==> src/rtl/cpu8_pkg.sv <==
// ----------------------------------------------------------------------------
// cpu8_pkg
// Shared types, opcode codes and constants for the 8-bit CPU execute unit.
// ----------------------------------------------------------------------------
package cpu8_pkg;

    localparam int QUEUE_DEPTH_DEF = 2;
    localparam int IN_TDATA_W      = 32;
    localparam int OUT_TDATA_W     = 48;

    // implemented opcodes
    localparam logic [7:0] OPC_SEI     = 8'h78;
    localparam logic [7:0] OPC_CLD     = 8'hD8;
    localparam logic [7:0] OPC_SED     = 8'hF8;
    localparam logic [7:0] OPC_CLC     = 8'h18;
    localparam logic [7:0] OPC_LDX_IMM = 8'hA2;
    localparam logic [7:0] OPC_LDY_IMM = 8'hA0;
    localparam logic [7:0] OPC_LDA_IMM = 8'hA9;
    localparam logic [7:0] OPC_LDA_ZP  = 8'hA5;
    localparam logic [7:0] OPC_LDA_ABS = 8'hAD;
    localparam logic [7:0] OPC_LDX_ZP  = 8'hA6;
    localparam logic [7:0] OPC_TXS     = 8'h9A;
    localparam logic [7:0] OPC_TXA     = 8'h8A;
    localparam logic [7:0] OPC_TAX     = 8'hAA;
    localparam logic [7:0] OPC_TAY     = 8'hA8;
    localparam logic [7:0] OPC_AND_IMM = 8'h29;
    localparam logic [7:0] OPC_AND_ZP  = 8'h25;
    localparam logic [7:0] OPC_ORA_IMM = 8'h09;
    localparam logic [7:0] OPC_ORA_ZP  = 8'h05;
    localparam logic [7:0] OPC_EOR_IMM = 8'h49;
    localparam logic [7:0] OPC_EOR_ZP  = 8'h45;
    localparam logic [7:0] OPC_ASL_A   = 8'h0A;
    localparam logic [7:0] OPC_LSR_A   = 8'h4A;
    localparam logic [7:0] OPC_ROR_A   = 8'h6A;
    localparam logic [7:0] OPC_CMP_IMM = 8'hC9;
    localparam logic [7:0] OPC_CPY_IMM = 8'hC0;
    localparam logic [7:0] OPC_CPY_ZP  = 8'hC4;

    // known, not carried out: one byte
    localparam logic [7:0] OPC_INX      = 8'hE8;
    localparam logic [7:0] OPC_INY      = 8'hC8;
    localparam logic [7:0] OPC_DEX      = 8'hCA;
    localparam logic [7:0] OPC_DEY      = 8'h88;
    localparam logic [7:0] OPC_PHA      = 8'h48;
    localparam logic [7:0] OPC_PLA      = 8'h68;
    localparam logic [7:0] OPC_RTS      = 8'h60;
    // two bytes
    localparam logic [7:0] OPC_STA_ZPX  = 8'h95;
    localparam logic [7:0] OPC_BNE      = 8'hD0;
    localparam logic [7:0] OPC_STX_ZP   = 8'h86;
    localparam logic [7:0] OPC_STY_ZPX  = 8'h94;
    localparam logic [7:0] OPC_BPL      = 8'h10;
    localparam logic [7:0] OPC_STY_ZP   = 8'h84;
    localparam logic [7:0] OPC_STA_ZP   = 8'h85;
    localparam logic [7:0] OPC_INC_ZP   = 8'hE6;
    localparam logic [7:0] OPC_DEC_ZP   = 8'hC6;
    localparam logic [7:0] OPC_ROL_ZP   = 8'h26;
    localparam logic [7:0] OPC_BEQ      = 8'hF0;
    localparam logic [7:0] OPC_ADC_IMM  = 8'h69;
    localparam logic [7:0] OPC_BCS      = 8'hB0;
    localparam logic [7:0] OPC_LDA_ZPX  = 8'hB5;
    localparam logic [7:0] OPC_EOR_ZPX  = 8'h55;
    localparam logic [7:0] OPC_ADC_ZP   = 8'h65;
    localparam logic [7:0] OPC_LDA_INDY = 8'hB1;
    localparam logic [7:0] OPC_ORA_INDY = 8'h11;
    localparam logic [7:0] OPC_BCC      = 8'h90;
    localparam logic [7:0] OPC_EOR_INDY = 8'h51;
    // three bytes
    localparam logic [7:0] OPC_LDA_ABSX = 8'hBD;
    localparam logic [7:0] OPC_JSR      = 8'h20;
    localparam logic [7:0] OPC_STX_ABS  = 8'h8E;
    localparam logic [7:0] OPC_AND_ABSY = 8'h39;
    localparam logic [7:0] OPC_EOR_ABSY = 8'h59;
    localparam logic [7:0] OPC_JMP      = 8'h4C;
    localparam logic [7:0] OPC_STA_ABSY = 8'h99;
    localparam logic [7:0] OPC_LDA_ABSY = 8'hB9;

    localparam logic [1:0] LEN_NONE = 2'd0;
    localparam logic [1:0] LEN_ONE  = 2'd1;
    localparam logic [1:0] LEN_TWO  = 2'd2;
    localparam logic [1:0] LEN_THREE = 2'd3;

    typedef enum logic [4:0] {
        K_NOP,
        K_SEI,
        K_CLD,
        K_SED,
        K_CLC,
        K_LDX,
        K_LDY,
        K_LDA,
        K_TXS,
        K_TXA,
        K_TAX,
        K_TAY,
        K_AND,
        K_ORA,
        K_EOR,
        K_ASL,
        K_LSR,
        K_ROR,
        K_CMP,
        K_CPY
    } op_kind_t;

    // decoded instruction handed from the front end to the execute stage
    typedef struct packed {
        op_kind_t    kind;
        logic [7:0]  operand;
        logic [1:0]  len;
        logic        impl;
    } item_t;

endpackage

==> src/rtl/cpu8_front.sv <==
// ----------------------------------------------------------------------------
// cpu8_front
// Input side: takes instruction beats, decodes opcode into an operation kind,
// picks the operand byte and works out length, then pushes into the queue.
// ----------------------------------------------------------------------------
module cpu8_front
(
    input  logic                            s_axis_tvalid,
    output logic                            s_axis_tready,
    // opcode[7:0], operand_low[15:8], operand_high[23:16], mem_data[31:24]
    input  logic [cpu8_pkg::IN_TDATA_W-1:0] s_axis_tdata,
    output logic                            push,
    output cpu8_pkg::item_t                 push_item,
    input  logic                            queue_full
);
    import cpu8_pkg::*;

    logic [7:0] opcode;
    logic [7:0] operand_low;
    logic [7:0] mem_data;
    op_kind_t   kind;
    logic       use_mem;
    logic [1:0] len;

    assign opcode      = s_axis_tdata[7:0];
    assign operand_low = s_axis_tdata[15:8];
    // operand_high (bits 23:16) carries no effect: the byte already sits in mem_data
    assign mem_data    = s_axis_tdata[31:24];

    always_comb
    begin
        kind    = K_NOP;
        use_mem = 1'b0;
        len     = LEN_NONE;
        unique case (opcode)
            OPC_SEI:     begin kind = K_SEI; len = LEN_ONE; end
            OPC_CLD:     begin kind = K_CLD; len = LEN_ONE; end
            OPC_SED:     begin kind = K_SED; len = LEN_ONE; end
            OPC_CLC:     begin kind = K_CLC; len = LEN_ONE; end
            OPC_LDX_IMM: begin kind = K_LDX; len = LEN_TWO; end
            OPC_LDY_IMM: begin kind = K_LDY; len = LEN_TWO; end
            OPC_LDA_IMM: begin kind = K_LDA; len = LEN_TWO; end
            OPC_LDA_ZP:  begin kind = K_LDA; len = LEN_TWO; use_mem = 1'b1; end
            OPC_LDA_ABS: begin kind = K_LDA; len = LEN_THREE; use_mem = 1'b1; end
            OPC_LDX_ZP:  begin kind = K_LDX; len = LEN_TWO; use_mem = 1'b1; end
            OPC_TXS:     begin kind = K_TXS; len = LEN_ONE; end
            OPC_TXA:     begin kind = K_TXA; len = LEN_ONE; end
            OPC_TAX:     begin kind = K_TAX; len = LEN_ONE; end
            OPC_TAY:     begin kind = K_TAY; len = LEN_ONE; end
            OPC_AND_IMM: begin kind = K_AND; len = LEN_TWO; end
            OPC_AND_ZP:  begin kind = K_AND; len = LEN_TWO; use_mem = 1'b1; end
            OPC_ORA_IMM: begin kind = K_ORA; len = LEN_TWO; end
            OPC_ORA_ZP:  begin kind = K_ORA; len = LEN_TWO; use_mem = 1'b1; end
            OPC_EOR_IMM: begin kind = K_EOR; len = LEN_TWO; end
            OPC_EOR_ZP:  begin kind = K_EOR; len = LEN_TWO; use_mem = 1'b1; end
            OPC_ASL_A:   begin kind = K_ASL; len = LEN_ONE; end
            OPC_LSR_A:   begin kind = K_LSR; len = LEN_ONE; end
            OPC_ROR_A:   begin kind = K_ROR; len = LEN_ONE; end
            OPC_CMP_IMM: begin kind = K_CMP; len = LEN_TWO; end
            OPC_CPY_IMM: begin kind = K_CPY; len = LEN_TWO; end
            OPC_CPY_ZP:  begin kind = K_CPY; len = LEN_TWO; use_mem = 1'b1; end
            OPC_INX, OPC_INY, OPC_DEX, OPC_DEY, OPC_PHA, OPC_PLA, OPC_RTS:
                len = LEN_ONE;
            OPC_STA_ZPX, OPC_BNE, OPC_STX_ZP, OPC_STY_ZPX, OPC_BPL, OPC_STY_ZP,
            OPC_STA_ZP, OPC_INC_ZP, OPC_DEC_ZP, OPC_ROL_ZP, OPC_BEQ, OPC_ADC_IMM,
            OPC_BCS, OPC_LDA_ZPX, OPC_EOR_ZPX, OPC_ADC_ZP, OPC_LDA_INDY,
            OPC_ORA_INDY, OPC_BCC, OPC_EOR_INDY:
                len = LEN_TWO;
            OPC_LDA_ABSX, OPC_JSR, OPC_STX_ABS, OPC_AND_ABSY, OPC_EOR_ABSY,
            OPC_JMP, OPC_STA_ABSY, OPC_LDA_ABSY:
                len = LEN_THREE;
            default:
                len = LEN_NONE;
        endcase
    end

    assign s_axis_tready     = !queue_full;
    assign push              = s_axis_tvalid && !queue_full;
    assign push_item.kind    = kind;
    assign push_item.operand = use_mem ? mem_data : operand_low;
    assign push_item.len     = len;
    assign push_item.impl    = (kind != K_NOP);

endmodule

==> src/rtl/cpu8_queue.sv <==
// ----------------------------------------------------------------------------
// cpu8_queue
// Short FIFO of decoded instructions between the front end and execute.
// ----------------------------------------------------------------------------
module cpu8_queue
#(
    parameter int DEPTH = cpu8_pkg::QUEUE_DEPTH_DEF
)
(
    input  logic            clk,
    input  logic            rst_n,
    input  logic            push,
    input  cpu8_pkg::item_t push_item,
    output logic            full,
    output logic            not_empty,
    output cpu8_pkg::item_t head_item,
    input  logic            pop
);
    import cpu8_pkg::*;

    localparam int PTR_W = $clog2(DEPTH);
    localparam int CNT_W = $clog2(DEPTH + 1);
    localparam logic [PTR_W-1:0] PTR_LAST = PTR_W'(DEPTH - 1);
    localparam logic [CNT_W-1:0] CNT_FULL = CNT_W'(DEPTH);

    item_t            store [DEPTH];
    logic [PTR_W-1:0] wr_ptr_reg, wr_ptr_next;
    logic [PTR_W-1:0] rd_ptr_reg, rd_ptr_next;
    logic [CNT_W-1:0] count_reg, count_next;

    assign full      = (count_reg == CNT_FULL);
    assign not_empty = (count_reg != '0);
    assign head_item = store[rd_ptr_reg];

    always_comb
    begin
        wr_ptr_next = wr_ptr_reg;
        rd_ptr_next = rd_ptr_reg;
        count_next  = count_reg;
        if (push)
        begin
            wr_ptr_next = (wr_ptr_reg == PTR_LAST) ? '0 : wr_ptr_reg + 1'b1;
        end
        if (pop)
        begin
            rd_ptr_next = (rd_ptr_reg == PTR_LAST) ? '0 : rd_ptr_reg + 1'b1;
        end
        if (push && !pop)
        begin
            count_next = count_reg + 1'b1;
        end
        else if (pop && !push)
        begin
            count_next = count_reg - 1'b1;
        end
    end

    always_ff @(posedge clk or negedge rst_n)
    begin
        if (!rst_n)
        begin
            wr_ptr_reg <= '0;
            rd_ptr_reg <= '0;
            count_reg  <= '0;
        end
        else
        begin
            wr_ptr_reg <= wr_ptr_next;
            rd_ptr_reg <= rd_ptr_next;
            count_reg  <= count_next;
        end
    end

    always_ff @(posedge clk)
    begin
        if (push)
        begin
            store[wr_ptr_reg] <= push_item;
        end
    end

endmodule

==> src/rtl/cpu8_back.sv <==
// ----------------------------------------------------------------------------
// cpu8_back
// Execute stage: holds A, X, Y, SP and flags, carries out the queued
// instruction and presents the register snapshot in an output register.
// ----------------------------------------------------------------------------
module cpu8_back
(
    input  logic                             clk,
    input  logic                             rst_n,
    input  logic                             q_not_empty,
    input  cpu8_pkg::item_t                  q_item,
    output logic                             q_pop,
    output logic                             m_axis_tvalid,
    input  logic                             m_axis_tready,
    // acc_out[7:0], x_out[15:8], y_out[23:16], sp_out[31:24],
    // status_out[39:32], instr_length[41:40], implemented[42], zero pad
    output logic [cpu8_pkg::OUT_TDATA_W-1:0] m_axis_tdata
);
    import cpu8_pkg::*;

    logic [7:0] acc_reg, acc_next;
    logic [7:0] x_reg, x_next;
    logic [7:0] y_reg, y_next;
    logic [7:0] sp_reg, sp_next;
    logic       c_reg, c_next;
    logic       z_reg, z_next;
    logic       i_reg, i_next;
    logic       d_reg, d_next;
    logic       n_reg, n_next;
    logic       out_valid_reg;
    logic [1:0] len_reg;
    logic       impl_reg;

    logic [7:0] opnd;
    logic [7:0] cmp_src;
    logic [8:0] diff;
    logic [7:0] zn_val;
    logic       zn_en;

    assign opnd    = q_item.operand;
    assign cmp_src = (q_item.kind == K_CPY) ? y_reg : acc_reg;
    assign diff    = {1'b0, cmp_src} - {1'b0, opnd};

    // next architectural state for the instruction at the queue head
    always_comb
    begin
        acc_next = acc_reg;
        x_next   = x_reg;
        y_next   = y_reg;
        sp_next  = sp_reg;
        c_next   = c_reg;
        z_next   = z_reg;
        i_next   = i_reg;
        d_next   = d_reg;
        n_next   = n_reg;
        zn_val   = 8'h00;
        zn_en    = 1'b0;
        unique case (q_item.kind)
            K_NOP: ;
            K_SEI: i_next = 1'b1;
            K_CLD: d_next = 1'b0;
            K_SED: d_next = 1'b1;
            K_CLC: c_next = 1'b0;
            K_LDX: begin zn_val = opnd; x_next = zn_val; zn_en = 1'b1; end
            K_LDY: begin zn_val = opnd; y_next = zn_val; zn_en = 1'b1; end
            K_LDA: begin zn_val = opnd; acc_next = zn_val; zn_en = 1'b1; end
            K_TXS: sp_next = x_reg;
            K_TXA: begin zn_val = x_reg; acc_next = zn_val; zn_en = 1'b1; end
            K_TAX: begin zn_val = acc_reg; x_next = zn_val; zn_en = 1'b1; end
            K_TAY: begin zn_val = acc_reg; y_next = zn_val; zn_en = 1'b1; end
            K_AND: begin zn_val = acc_reg & opnd; acc_next = zn_val; zn_en = 1'b1; end
            K_ORA: begin zn_val = acc_reg | opnd; acc_next = zn_val; zn_en = 1'b1; end
            K_EOR: begin zn_val = acc_reg ^ opnd; acc_next = zn_val; zn_en = 1'b1; end
            K_ASL:
            begin
                c_next   = acc_reg[7];
                zn_val   = {acc_reg[6:0], 1'b0};
                acc_next = zn_val;
                zn_en    = 1'b1;
            end
            K_LSR:
            begin
                c_next   = acc_reg[0];
                zn_val   = {1'b0, acc_reg[7:1]};
                acc_next = zn_val;
                zn_en    = 1'b1;
            end
            K_ROR:
            begin
                c_next   = acc_reg[0];
                zn_val   = {c_reg, acc_reg[7:1]};
                acc_next = zn_val;
                zn_en    = 1'b1;
            end
            K_CMP, K_CPY:
            begin
                c_next = !diff[8];
                z_next = (cmp_src == opnd);
                n_next = diff[7];
            end
            default: ;
        endcase
        if (zn_en)
        begin
            z_next = (zn_val == 8'h00);
            n_next = zn_val[7];
        end
    end

    // output register frees as soon as its beat is taken
    assign q_pop = q_not_empty && (!out_valid_reg || m_axis_tready);

    always_ff @(posedge clk or negedge rst_n)
    begin
        if (!rst_n)
        begin
            acc_reg       <= 8'h00;
            x_reg         <= 8'h00;
            y_reg         <= 8'h00;
            sp_reg        <= 8'h00;
            c_reg         <= 1'b0;
            z_reg         <= 1'b0;
            i_reg         <= 1'b0;
            d_reg         <= 1'b0;
            n_reg         <= 1'b0;
            out_valid_reg <= 1'b0;
        end
        else
        begin
            if (q_pop)
            begin
                acc_reg <= acc_next;
                x_reg   <= x_next;
                y_reg   <= y_next;
                sp_reg  <= sp_next;
                c_reg   <= c_next;
                z_reg   <= z_next;
                i_reg   <= i_next;
                d_reg   <= d_next;
                n_reg   <= n_next;
            end
            if (q_pop)
            begin
                out_valid_reg <= 1'b1;
            end
            else if (m_axis_tready)
            begin
                out_valid_reg <= 1'b0;
            end
        end
    end

    always_ff @(posedge clk)
    begin
        if (q_pop)
        begin
            len_reg  <= q_item.len;
            impl_reg <= q_item.impl;
        end
    end

    assign m_axis_tvalid = out_valid_reg;
    assign m_axis_tdata  = {5'b00000, impl_reg, len_reg,
                            n_reg, 3'b000, d_reg, i_reg, z_reg, c_reg,
                            sp_reg, y_reg, x_reg, acc_reg};

endmodule

==> src/rtl/cpu8_subset_execute_unit.sv <==
// Path: an accepted input beat is stored in the queue, then its result is held in the
// output register, where it waits while the result side stalls.
// Throughput: one instruction per cycle while the result side does not stall, set by
// the single execute stage that updates the register file from the queue head.
// Reset: A, X, Y, SP and all flags clear to zero; queue empty, no result valid.
// ----------------------------------------------------------------------------
// cpu8_subset_execute_unit
// Execute unit for a subset of an 8-bit CPU instruction set: decode front end,
// instruction queue and execute stage with the architectural registers.
// ----------------------------------------------------------------------------
module cpu8_subset_execute_unit
#(
    parameter int QUEUE_DEPTH = cpu8_pkg::QUEUE_DEPTH_DEF
)
(
    input  logic                             clk,
    input  logic                             rst_n,
    input  logic                             s_axis_tvalid,
    output logic                             s_axis_tready,
    // opcode[7:0], operand_low[15:8], operand_high[23:16], mem_data[31:24]
    input  logic [cpu8_pkg::IN_TDATA_W-1:0]  s_axis_tdata,
    output logic                             m_axis_tvalid,
    input  logic                             m_axis_tready,
    // acc_out[7:0], x_out[15:8], y_out[23:16], sp_out[31:24],
    // status_out[39:32], instr_length[41:40], implemented[42], zero pad
    output logic [cpu8_pkg::OUT_TDATA_W-1:0] m_axis_tdata
);
    import cpu8_pkg::*;

    logic  push;
    item_t push_item;
    logic  queue_full;
    logic  q_not_empty;
    item_t q_item;
    logic  q_pop;

    cpu8_front u_front
    (
        .s_axis_tvalid (s_axis_tvalid),
        .s_axis_tready (s_axis_tready),
        .s_axis_tdata  (s_axis_tdata),
        .push          (push),
        .push_item     (push_item),
        .queue_full    (queue_full)
    );

    cpu8_queue #(.DEPTH(QUEUE_DEPTH)) u_queue
    (
        .clk       (clk),
        .rst_n     (rst_n),
        .push      (push),
        .push_item (push_item),
        .full      (queue_full),
        .not_empty (q_not_empty),
        .head_item (q_item),
        .pop       (q_pop)
    );

    cpu8_back u_back
    (
        .clk           (clk),
        .rst_n         (rst_n),
        .q_not_empty   (q_not_empty),
        .q_item        (q_item),
        .q_pop         (q_pop),
        .m_axis_tvalid (m_axis_tvalid),
        .m_axis_tready (m_axis_tready),
        .m_axis_tdata  (m_axis_tdata)
    );

endmodule

==> config.mk <==
export PLATFORM = sky130hd
export DESIGN_NAME = cpu8_subset_execute_unit
export DESIGN_NICKNAME = d
export VERILOG_FILES = /design/src/rtl/cpu8_pkg.sv /design/src/rtl/cpu8_front.sv /design/src/rtl/cpu8_queue.sv /design/src/rtl/cpu8_back.sv /design/src/rtl/cpu8_subset_execute_unit.sv
export SDC_FILE = /design/constraint.sdc
export NUM_CORES = 1
export LEC_CHECK = 0
export BUFFER_PORTS_ARGS = -buffer_cell sky130_fd_sc_hd__buf_2
export CORE_MARGIN = 1
export CORE_UTILIZATION = 30
export CTS_CLUSTER_SIZE = 24
export DETAILED_ROUTE_END_ITERATION = 12
export HOLD_SLACK_MARGIN = 0.02
export SLEW_MARGIN = 20
export SYNTH_ARGS = -nofsm -noshare
export SYNTH_HDL_FRONTEND = slang
export SYNTH_HIERARCHICAL = 1
export SYNTH_SLANG_ARGS = --single-unit
==> constraint.sdc <==
create_clock -name clk -period 6.1 [get_ports clk]
set_input_delay 0.305 -clock clk [delete_from_list [all_inputs] [get_ports clk]]
set_output_delay 0.305 -clock clk [all_outputs]
set_load 0.01 [all_outputs]
# After elaboration in Yosys (flattened, before gate mapping)
# Memories as Yosys holds them, arrays and structs flattened.
# Index checks and enable logic that the tools add are counted.
# op_classes
add_sub_neg	5
eq_ne	82
mux	24
bitwise_logic	3
reduce_logical	44
# ops
operator	count
$eq A8 B8 Y1 const B	36
$eq A8 B7 Y1 const B	14
$pmux W5 S19	1
$pmux W8 S9	1
$pmux W8 S8	1
$eq A5 B4 Y1 const B	8
$eq A8 B6 Y1 const B	5
$reduce_or A34 Y1	1
$pmux W8 S2	2
$eq A8 B5 Y1 const B	3
$eq A5 B3 Y1 const B	4
$eq A5 B5 Y1 const B	4
$reduce_or A18 Y1	1
$eq A8 B4 Y1 const B	2
$mux W8	2
$reduce_and A2 Y1	8
$reduce_or A2 Y1	8
$reduce_bool A2 Y1	7
$mux W1	12
$reduce_or A12 Y1	1
$eq A5 B2 Y1 const B	2
$reduce_or A9 Y1	1
$sub A8 B8 Y9	1
$and A8 B8 Y8	1
other kinds (22)	32
# word_totals
reg_bits	45
ram_bits	32
in_bits	36
out_inout_bits	50
word_cells	174
n_memories	1
# mem_list
name	depth	word_bits	rd	rd_ports_with_merged_regs	wr	line_no	text
u_queue.store	2	16	1	0	1	cpu8_queue.sv:26	item_t store [DEPTH];

# Depth between registers and ports, before layout
# Gate-level depths: netlist of the first run.
# logic_depth
word_depth	7
ltp_mapped	16
ltp_nobuf	12

# Modules after synthesis
# Netlist of the first run, hierarchy kept.
# modules_own_cells
module	n_inst	cells_per_inst	area_per_inst_um2	seq_area_each_um2
cpu8_back	1	317	2965.3	1041.0
cpu8_queue	1	66	1395.1	1061.0
cpu8_front	1	141	942.2	0.0

# Worst setup path after synthesis of the first run
# No wires, ideal clock.
# synth_path
path_type	flip-flop to flip-flop
startpoint	register u_queue.rd_ptr_reg
endpoint	register u_back.z_reg
setup_ns	0.095
t_arrival_ns	3.396
required_ns	6.005
setup_slack_ns	2.609
path_stages_with_launch	17
n_path_buf	4
synth_period_minus_slack_ns	3.491
cell_sequence	dfrtp_1 -> buf_6 -> buf_12 -> mux2_4 -> buf_6 -> buf_2 -> nor2_1 -> and3_1 -> nand2_1 -> mux2_2 -> ha_1 -> and3_1 -> nand4_1 -> nand3b_1 -> nand4_1 -> or4_1 -> o32ai_2
# synth_lines
element	line_no	text
from (decl)	cpu8_queue.sv:28	logic [PTR_W-1:0] rd_ptr_reg, rd_ptr_next;
from (signal assigned)	cpu8_queue.sv:69	rd_ptr_reg <= rd_ptr_next;
to (signal assigned)	cpu8_back.sv:137	z_reg <= z_next;
to (decl)	cpu8_back.sv:26	logic z_reg, z_next;

==> impl_metrics.env, run 1 <==
export IMPL_run_status="finished, final reports clean"
export IMPL_wl_per_cell_um=16.7
export IMPL_setup_viol=0
export IMPL_root_buffer="clkbuf_16"
export IMPL_fin_area_um2=5980
export IMPL_synth_edf_count=35
export IMPL_seq_area_frac_synth=0.396
export IMPL_cp_data_required_time_ns=6.37
export IMPL_io_pins=86
export IMPL_grt_use_met3=0.0252
export IMPL_final_antenna_net_count=0
export IMPL_synth_most_common_cell="dfrtp_1"
export IMPL_cts_buffers=9
export IMPL_grt_total_usage=0.148
export IMPL_worstMarginPinSlew_ns=0.952
export IMPL_r2r_end="u_back/n_reg"
export IMPL_synth_seq_cells=77
export IMPL_placedCellCount=781
export IMPL_peakVddDrop_mv=0.149
export IMPL_nets=629
export IMPL_clock_fmax_mhz=238
export IMPL_viasPerCell=5.33
export IMPL_avgSynthCellArea_um2=10.1
export IMPL_n_antenna_cell=0
export IMPL_crit_top_cell="and3_1"
export IMPL_cp_startpoint="u_queue/rd_ptr_reg"
export IMPL_grt_ovfl_total=0
export IMPL_vias=4257
export IMPL_synthTopCellsByCount="dfrtp_1 (42), nand2_1 (39), a21oi_1 (35), edfxtp_1 (35), nor2_1 (34)"
export IMPL_htreeDepth=3
export IMPL_cts_buffer_depth=2
export IMPL_grt_antenna_before_repair=0
export IMPL_finalHoldViolCount=0
export IMPL_timing_setup_tns_ns=0
export IMPL_path_max_fanout=17
export IMPL_worstSetupPathType="register to register"
export IMPL_fp_dieH_um=135
export IMPL_intPower_mw=1.58
export IMPL_critPathLaunchType="register"
export IMPL_rrSetupSlack_ns=1.90
export IMPL_core_um2=17300
export IMPL_cts_resized=0
export IMPL_crit_buf_inv=0
export IMPL_clk_pin_slew_worst_paths_ns=0.06
export IMPL_worstSetupEndpointType="register"
export IMPL_yosys_cell_types_count=72
export IMPL_reg2reg_depth=11
export IMPL_wirelength_um=13300
export IMPL_dieArea_um2=18200
export IMPL_regMostFlops="u_queue/store"
export IMPL_port_buffers=69
export IMPL_synth_top_area_share=0.198
export IMPL_syn_cell_area_um2=5300
export IMPL_grt_max_degree=43
export IMPL_hold_path_class="input pin to register"
export IMPL_syn_inst=524
export IMPL_start_util=0.307
export IMPL_gp_congestion=0.930
export IMPL_ys_warn_count=6
export IMPL_busiest_layer="met2"
export IMPL_grtUsageMet1=0.188
export IMPL_fin_total_pwr_mw=2.66
export IMPL_r2r_start="u_queue/rd_ptr_reg"
export IMPL_place_area_um2=5670
export IMPL_p_seq_frac=0.348
export IMPL_fp_dieW_um=135
export IMPL_p_per_area_nw_per_um2=444
export IMPL_p_switching_mw=1.08
export IMPL_largest_reg_flops=32
export IMPL_slew_headroom=0.364
export IMPL_cts_sinks=77
export IMPL_cts_tree="done"
export IMPL_crit_cells=11
export IMPL_grt_pass1_vias=3975
export IMPL_grt_pass1_wl_um=21000
export IMPL_crit_path_max_incr_delay_ns=0.87
export IMPL_ys_flop_type="dfrtp_1"
export IMPL_yosysTopAreaCell="dfrtp_1"
export IMPL_dr_first_iter_drc_count=351
export IMPL_postCtsSetupRepairBufs=0
export IMPL_switching_share=0.406
export IMPL_cp_arrival_ns=4.47
export IMPL_fillers=1770
export IMPL_finalMaxSlewViolations=0
export IMPL_cp_cell_sequence="mux2_4, nor2_1, and3_1, nand2_1, mux2_2, ha_1, and3_1, a221oi_1, a21boi_0, nor4bb_1, o22a_1"
export IMPL_p_leak_nw=2.53
export IMPL_synth_area_leaders="dfrtp_1 (20%), edfxtp_1 (20%), ha_1 (5.9%), mux2_2 (4.9%), mux2_4 (4.8%)"
export IMPL_syn_to_final_growth_pct=12.8
export IMPL_row_count=48
export IMPL_rsz0062_at_grt="false"
export IMPL_p_clk_frac=0.198
export IMPL_fin_skew_ns=0.00771
export IMPL_clock_latency_ns=0.34
export IMPL_cp_slowest_cell="dfrtp_1"
export IMPL_global_route_usage_met2=0.249
export IMPL_drt_pass1_iterations=5
export IMPL_cap_violations=0
export IMPL_combPwrFrac=0.454
export IMPL_crit_family="simple AND/OR/NAND/NOR gates"
export IMPL_period_share=0.689
export IMPL_critPathCapture="u_back/n_reg"
export IMPL_final_cells=798
export IMPL_min_period_ns=4.20
export IMPL_post_route_drc_count=0
export IMPL_dp_hpwl_um=9690
export IMPL_layout_drive_gt1_share=0.243
export IMPL_async_reset_ff_frac=0.545
==> routing by layer <==
metal | routed length, um | vias to the layer above
met5 | 0 | -
met4 | 249 | 0
met3 | 732 | 26
met2 | 6440 | 157
met1 | 5890 | 2073
li1 | - | 2001
==> placed cells by master, fill, tap and decap left out, drive strengths merged, types with 8 or more instances in the layout <==
cell / Yosys / final
inv: 24 / 24
nor2: 35 / 35
mux2i: 12 / 12
a22oi: 16 / 16
nand3: 10 / 10
nand2: 39 / 39
o21ai: 21 / 21
dfrtp: 42 / 42
nor3: 8 / 8
conb: 1 / 8
edfxtp: 35 / 35
a211oi: 9 / 9
ha: 25 / 25
o2111ai: 8 / 8
buf: 37 / 71
clkbuf: 9 / 13
a21oi: 36 / 36
mux2: 40 / 40
nor2b: 12 / 12
==> power by group through the flow <==
stage	clock network, mW	registers (mW)	logic, mW
after floorplan	0	0.907	0.882
after global placement	0	0.933	1.17
after detailed placement	0	0.939	1.20
after CTS	0.538	0.929	1.20
after global routing	0.560	0.955	1.34
final	0.525	0.924	1.21
==> worst min-delay path by stage <==
| stage | from | cells after the start | to |
|---|---|---|---|
| 2_1_floorplan | rst_n | 0 | u_back/acc_reg[0] |
| 3_3_place_gp | u_back/i_reg | 1 | u_back/i_reg |
| 3_5_place_dp | u_back/i_reg | 1 | u_back/i_reg |
| 4_1_cts | rst_n | 1 | u_queue/wr_ptr_reg |
| 5_1_grt | s_axis_tdata[29] | 2 | u_queue/store[0][8] |
| 6_report | m_axis_tready | 3 | u_back/m_axis_tvalid |
==> worst min-delay path: stages <==
cell and delay [ns]:
buf_2 0.07, nand2b_1 0.11, nand2b_1 0.06
==> metrics by stage <==
step	hold WS, ns	util	worst slack [ns]
6_report	0.253	0.346	1.90
5_1_grt	0.277	0.346	1.74
4_1_cts	0.171	0.345	1.94
3_5_place_dp	0.464	0.328	1.96
3_3_place_gp	0.460	0.328	2.03
2_1_floorplan	0.00941	-	2.61
==> area by class of cell <==
class | count | area [um^2] | area share
Sequential cell | 77 | 2100 | 0.351
Inverter | 24 | 90.1 | 0.0151
Tap cell | 225 | 282 | 0.0471
Multi-Input combinational cell | 384 | 2840 | 0.475
Clock buffer | 13 | 250 | 0.0418
Timing Repair Buffer | 72 | 373 | 0.0623
Clock inverter | 3 | 45.0 | 0.00753
==> what timing repair did <==
| action | in CTS | in global routing |
|---|---|---|
| hold buffers | 0 | 1 |
| setup endpoints to repair | 0 | 0 |
| hold endpoints to repair | 0 | 18 |
==> logic make-up (layout without fill, tap and decap cells) <==
group,after synthesis,after routing,share of synthesized area
AOI/OAI and AO/OA,126,126,0.164
xor gates and xnor gates,7,7,0.0116
adders and majority gates,25,25,0.0590
buffers and inverters,70,112,0.0743
DFF,77,77,0.396
muxes,52,52,0.120
other,1,8,0.000707
and+or+nand+nor,166,166,0.174
No activity file was read; power rests on OpenSTA's default activity.
==> run 2, diff against run 1 <==
--- a/config.mk
+++ b/config.mk
@@ -5,6 +5,7 @@
 export SDC_FILE = /design/constraint.sdc
 export NUM_CORES = 1
 export LEC_CHECK = 0
+export ABC_AREA = 1
 export BUFFER_PORTS_ARGS = -buffer_cell sky130_fd_sc_hd__buf_2
 export CORE_MARGIN = 1
 export CORE_UTILIZATION = 30
==> constraint.sdc (replaced) <==
create_clock -name clk -period 3.8 [get_ports clk]
set_input_delay 0.19 -clock clk [delete_from_list [all_inputs] [get_ports clk]]
set_output_delay 0.19 -clock clk [all_outputs]
set_load 0.01 [all_outputs]
==> run 2 against run 1 <==
Effect of this change:
- final area is 1.8% higher
- clock skew rose by 0.0014 ns
- hold slack worse by 0.25 ns
- die area grew 0.81%
- cell count is 23% higher
- wire length increased by 0.81%
- combinational power rose by 74%
- area after synthesis up 0.83%
- synthesized cell count grew 31%
- non-clock buffer count fell by 1
- global-route usage rose by 0.48 points
- critical path type unchanged
==> impl_metrics.env, run 2 <==
export IMPL_min_period_ns=3.04
export IMPL_syn_cell_area_um2=5350
export IMPL_synth_seq_cells=77
export IMPL_avgSynthCellArea_um2=7.77
export IMPL_syn_to_final_growth_pct=13.9
export IMPL_grt_max_degree=43
export IMPL_crit_top_cell="nand2_1"
export IMPL_wl_per_cell_um=13.7
export IMPL_crit_path_max_incr_delay_ns=0.43
export IMPL_fin_area_um2=6090
export IMPL_nets=811
export IMPL_syn_inst=688
export IMPL_clk_pin_slew_worst_paths_ns=0.06
export IMPL_synth_top_area_share=0.197
export IMPL_cts_tree="done"
export IMPL_ys_warn_count=6
export IMPL_viasPerCell=4.67
export IMPL_cp_data_required_time_ns=4.05
export IMPL_synth_edf_count=35
export IMPL_p_leak_nw=3.00
export IMPL_cts_sinks=77
export IMPL_final_cell_mix="nand2_1 (184), nor2_1 (78), inv_1 (73), buf_2 (69), nand3_1 (53)"
export IMPL_crit_buf_inv=2
export IMPL_grt_pass1_wl_um=21600
export IMPL_rsz0062_at_grt="false"
export IMPL_grt_antenna_before_repair=0
export IMPL_vias=4569
export IMPL_fp_dieH_um=135
export IMPL_setup_viol=0
export IMPL_cp_cell_sequence="buf_4, mux2_4, nand2_1, inv_1, nand2_1, o21ai_0, ha_1, nand2_1, o21ai_0, nand4_1, nand2_1, nand2_1, nand2_1, nand2_1, a22oi_1"
export IMPL_p_seq_frac=0.335
export IMPL_fin_hold_ws_ns=0.00192
export IMPL_post_route_drc_count=0
export IMPL_worstSetupEndpointType="register"
export IMPL_cts_resized=0
export IMPL_gp_congestion=0.924
export IMPL_io_pins=86
export IMPL_htreeDepth=3
export IMPL_dieArea_um2=18400
export IMPL_fin_skew_ns=0.00915
export IMPL_layout_drive_gt1_share=0.183
export IMPL_port_buffers=69
export IMPL_path_max_fanout=16
export IMPL_crit_cells=15
export IMPL_async_reset_ff_frac=0.545
export IMPL_synth_most_common_cell="nand2_1"
export IMPL_grt_ovfl_total=0
export IMPL_n_antenna_cell=0
export IMPL_finalMaxSlewViolations=0
export IMPL_p_switching_mw=1.93
export IMPL_critPathLaunchType="register"
export IMPL_cp_slowest_cell="dfrtp_1"
export IMPL_hold_path_class="input pin to async pin"
export IMPL_drt_pass1_iterations=5
export IMPL_dp_hpwl_um=10100
export IMPL_cts_hold_buf=0
export IMPL_clock_fmax_mhz=329
export IMPL_root_buffer="clkbuf_16"
export IMPL_fp_dieW_um=135
export IMPL_row_count=48
export IMPL_start_util=0.308
export IMPL_clock_latency_ns=0.34
export IMPL_run_status="finished, final reports clean"
export IMPL_ys_flop_type="dfrtp_1"
export IMPL_cap_violations=0
export IMPL_largest_reg_flops=32
export IMPL_reg2reg_depth=15
export IMPL_combPwrFrac=0.476
export IMPL_slew_headroom=0.351
export IMPL_seq_area_frac_synth=0.393
export IMPL_wirelength_um=13400
export IMPL_synthTopCellsByCount="nand2_1 (184), nor2_1 (78), inv_1 (73)"
export IMPL_place_area_um2=5800
export IMPL_timing_setup_tns_ns=0
export IMPL_cp_arrival_ns=3.29
export IMPL_dr_first_iter_drc_count=295
export IMPL_yosysTopAreaCell="dfrtp_1"
export IMPL_grt_pass1_vias=4176
export IMPL_p_per_area_nw_per_um2=723
export IMPL_period_share=0.800
export IMPL_yosys_cell_types_count=43
export IMPL_cts_buffers=9
export IMPL_intPower_mw=2.47
export IMPL_final_common_cell="nand2_1"
export IMPL_crit_family="simple AND/OR/NAND/NOR gates"
export IMPL_worstSetupPathType="register to register"
export IMPL_switching_share=0.438
export IMPL_peakVddDrop_mv=0.385
export IMPL_cts_buffer_depth=2
export IMPL_p_clk_frac=0.189
export IMPL_final_antenna_net_count=0
export IMPL_grt_total_usage=0.153
export IMPL_postCtsSetupRepairBufs=0
export IMPL_synth_area_leaders="dfrtp_1 (20%), edfxtp_1 (20%), nand2_1 (13%), ha_1 (5.9%), nor2_1 (5.5%)"
export IMPL_core_um2=17400
export IMPL_finalHoldViolCount=0
export IMPL_worstMarginPinSlew_ns=0.973
export IMPL_regMostFlops="u_queue/store"
-- run 2: changes by cell type after synthesis, sizes merged, moves of 22 or more --
cell,previous run,this run
nand2,39,192
inv,24,81
nor2,35,90
nand3,10,56
o21ai,21,58
mux2,40,16
a21oi,36,14
-- run 2: area by class of cell --
cell class	count	area, um^2
fill	1844	11300
sequential	77	2100
inverter	81	304
clock buffer	9	225
tap	225	282
timing repair buffer	71	360
multi-input combinational	510	2750
clock inverter	6	63.8
-- run 2: cell families (layout without fill, tap and decap cells) --
| group | count (synthesis) | in the layout | share of synthesized area |
|---|---|---|---|
| and+or+nand+nor | 359 | 359 | 0.293 |
| other | 1 | 8 | 0.000701 |
| AOI/OAI and AO/OA | 99 | 99 | 0.113 |
| xor gates and xnor gates | 3 | 3 | 0.00492 |
| adders and majority gates | 25 | 25 | 0.0585 |
| buffers and inverters | 108 | 167 | 0.0969 |
| muxes | 16 | 16 | 0.0400 |
| DFF | 77 | 77 | 0.393 |
-- run 2: through the flow --
step,util,setup slack [ns],cells,power (mW)
global route,0.351,0.359,979,4.78
finish,0.351,0.761,979,4.40
detailed placement,0.334,0.786,964,3.58
global placement,0.334,0.781,964,3.56
CTS,0.351,0.742,979,4.44
floorplan,-,0.991,695,2.96
-- run 2: final timing paths --
path                                    start              endpoint  slack (ns)
max                        u_queue/rd_ptr_reg          u_back/c_reg        0.76
min                                     rst_n      u_back/sp_reg[7]       0.002
max reg2reg                u_queue/rd_ptr_reg          u_back/c_reg        0.76
min reg2reg                      u_back/i_reg          u_back/i_reg        0.47
max in group asynchronous               rst_n       u_back/y_reg[7]        3.18
min in group clk                m_axis_tready  u_back/m_axis_tvalid        0.14
-- run 2: worst reg2reg max path, stage by stage, from the launching register on --
cell and delay, ns:
dfrtp_1 0.43, buf_4 0.29, mux2_4 0.36, nand2_1 0.14
inv_1 0.12, nand2_1 0.38, o21ai_0 0.17, ha_1 0.32
nand2_1 0.07, o21ai_0 0.16, nand4_1 0.12, nand2_1 0.08
nand2_1 0.06, nand2_1 0.06, nand2_1 0.05, a22oi_1 0.14
-- run 2: routing by layer --
metal / wire length, um / GRT usage
met3: 710 / 0.0318
met5: 0 / 0
met1: 6630 / 0.206
met2: 5830 / 0.242
met4: 238 / 0.0506
-- run 2: power by group through the flow --
| stage | logic, mW | registers [mW] | clock network (mW) |
|---|---|---|---|
| after CTS | 2.09 | 1.48 | 0.861 |
| after global placement | 2.07 | 1.49 | 0 |
| final | 2.10 | 1.47 | 0.834 |
| after detailed placement | 2.08 | 1.49 | 0 |
| after global routing | 2.37 | 1.52 | 0.885 |
| after floorplan | 1.47 | 1.50 | 0 |
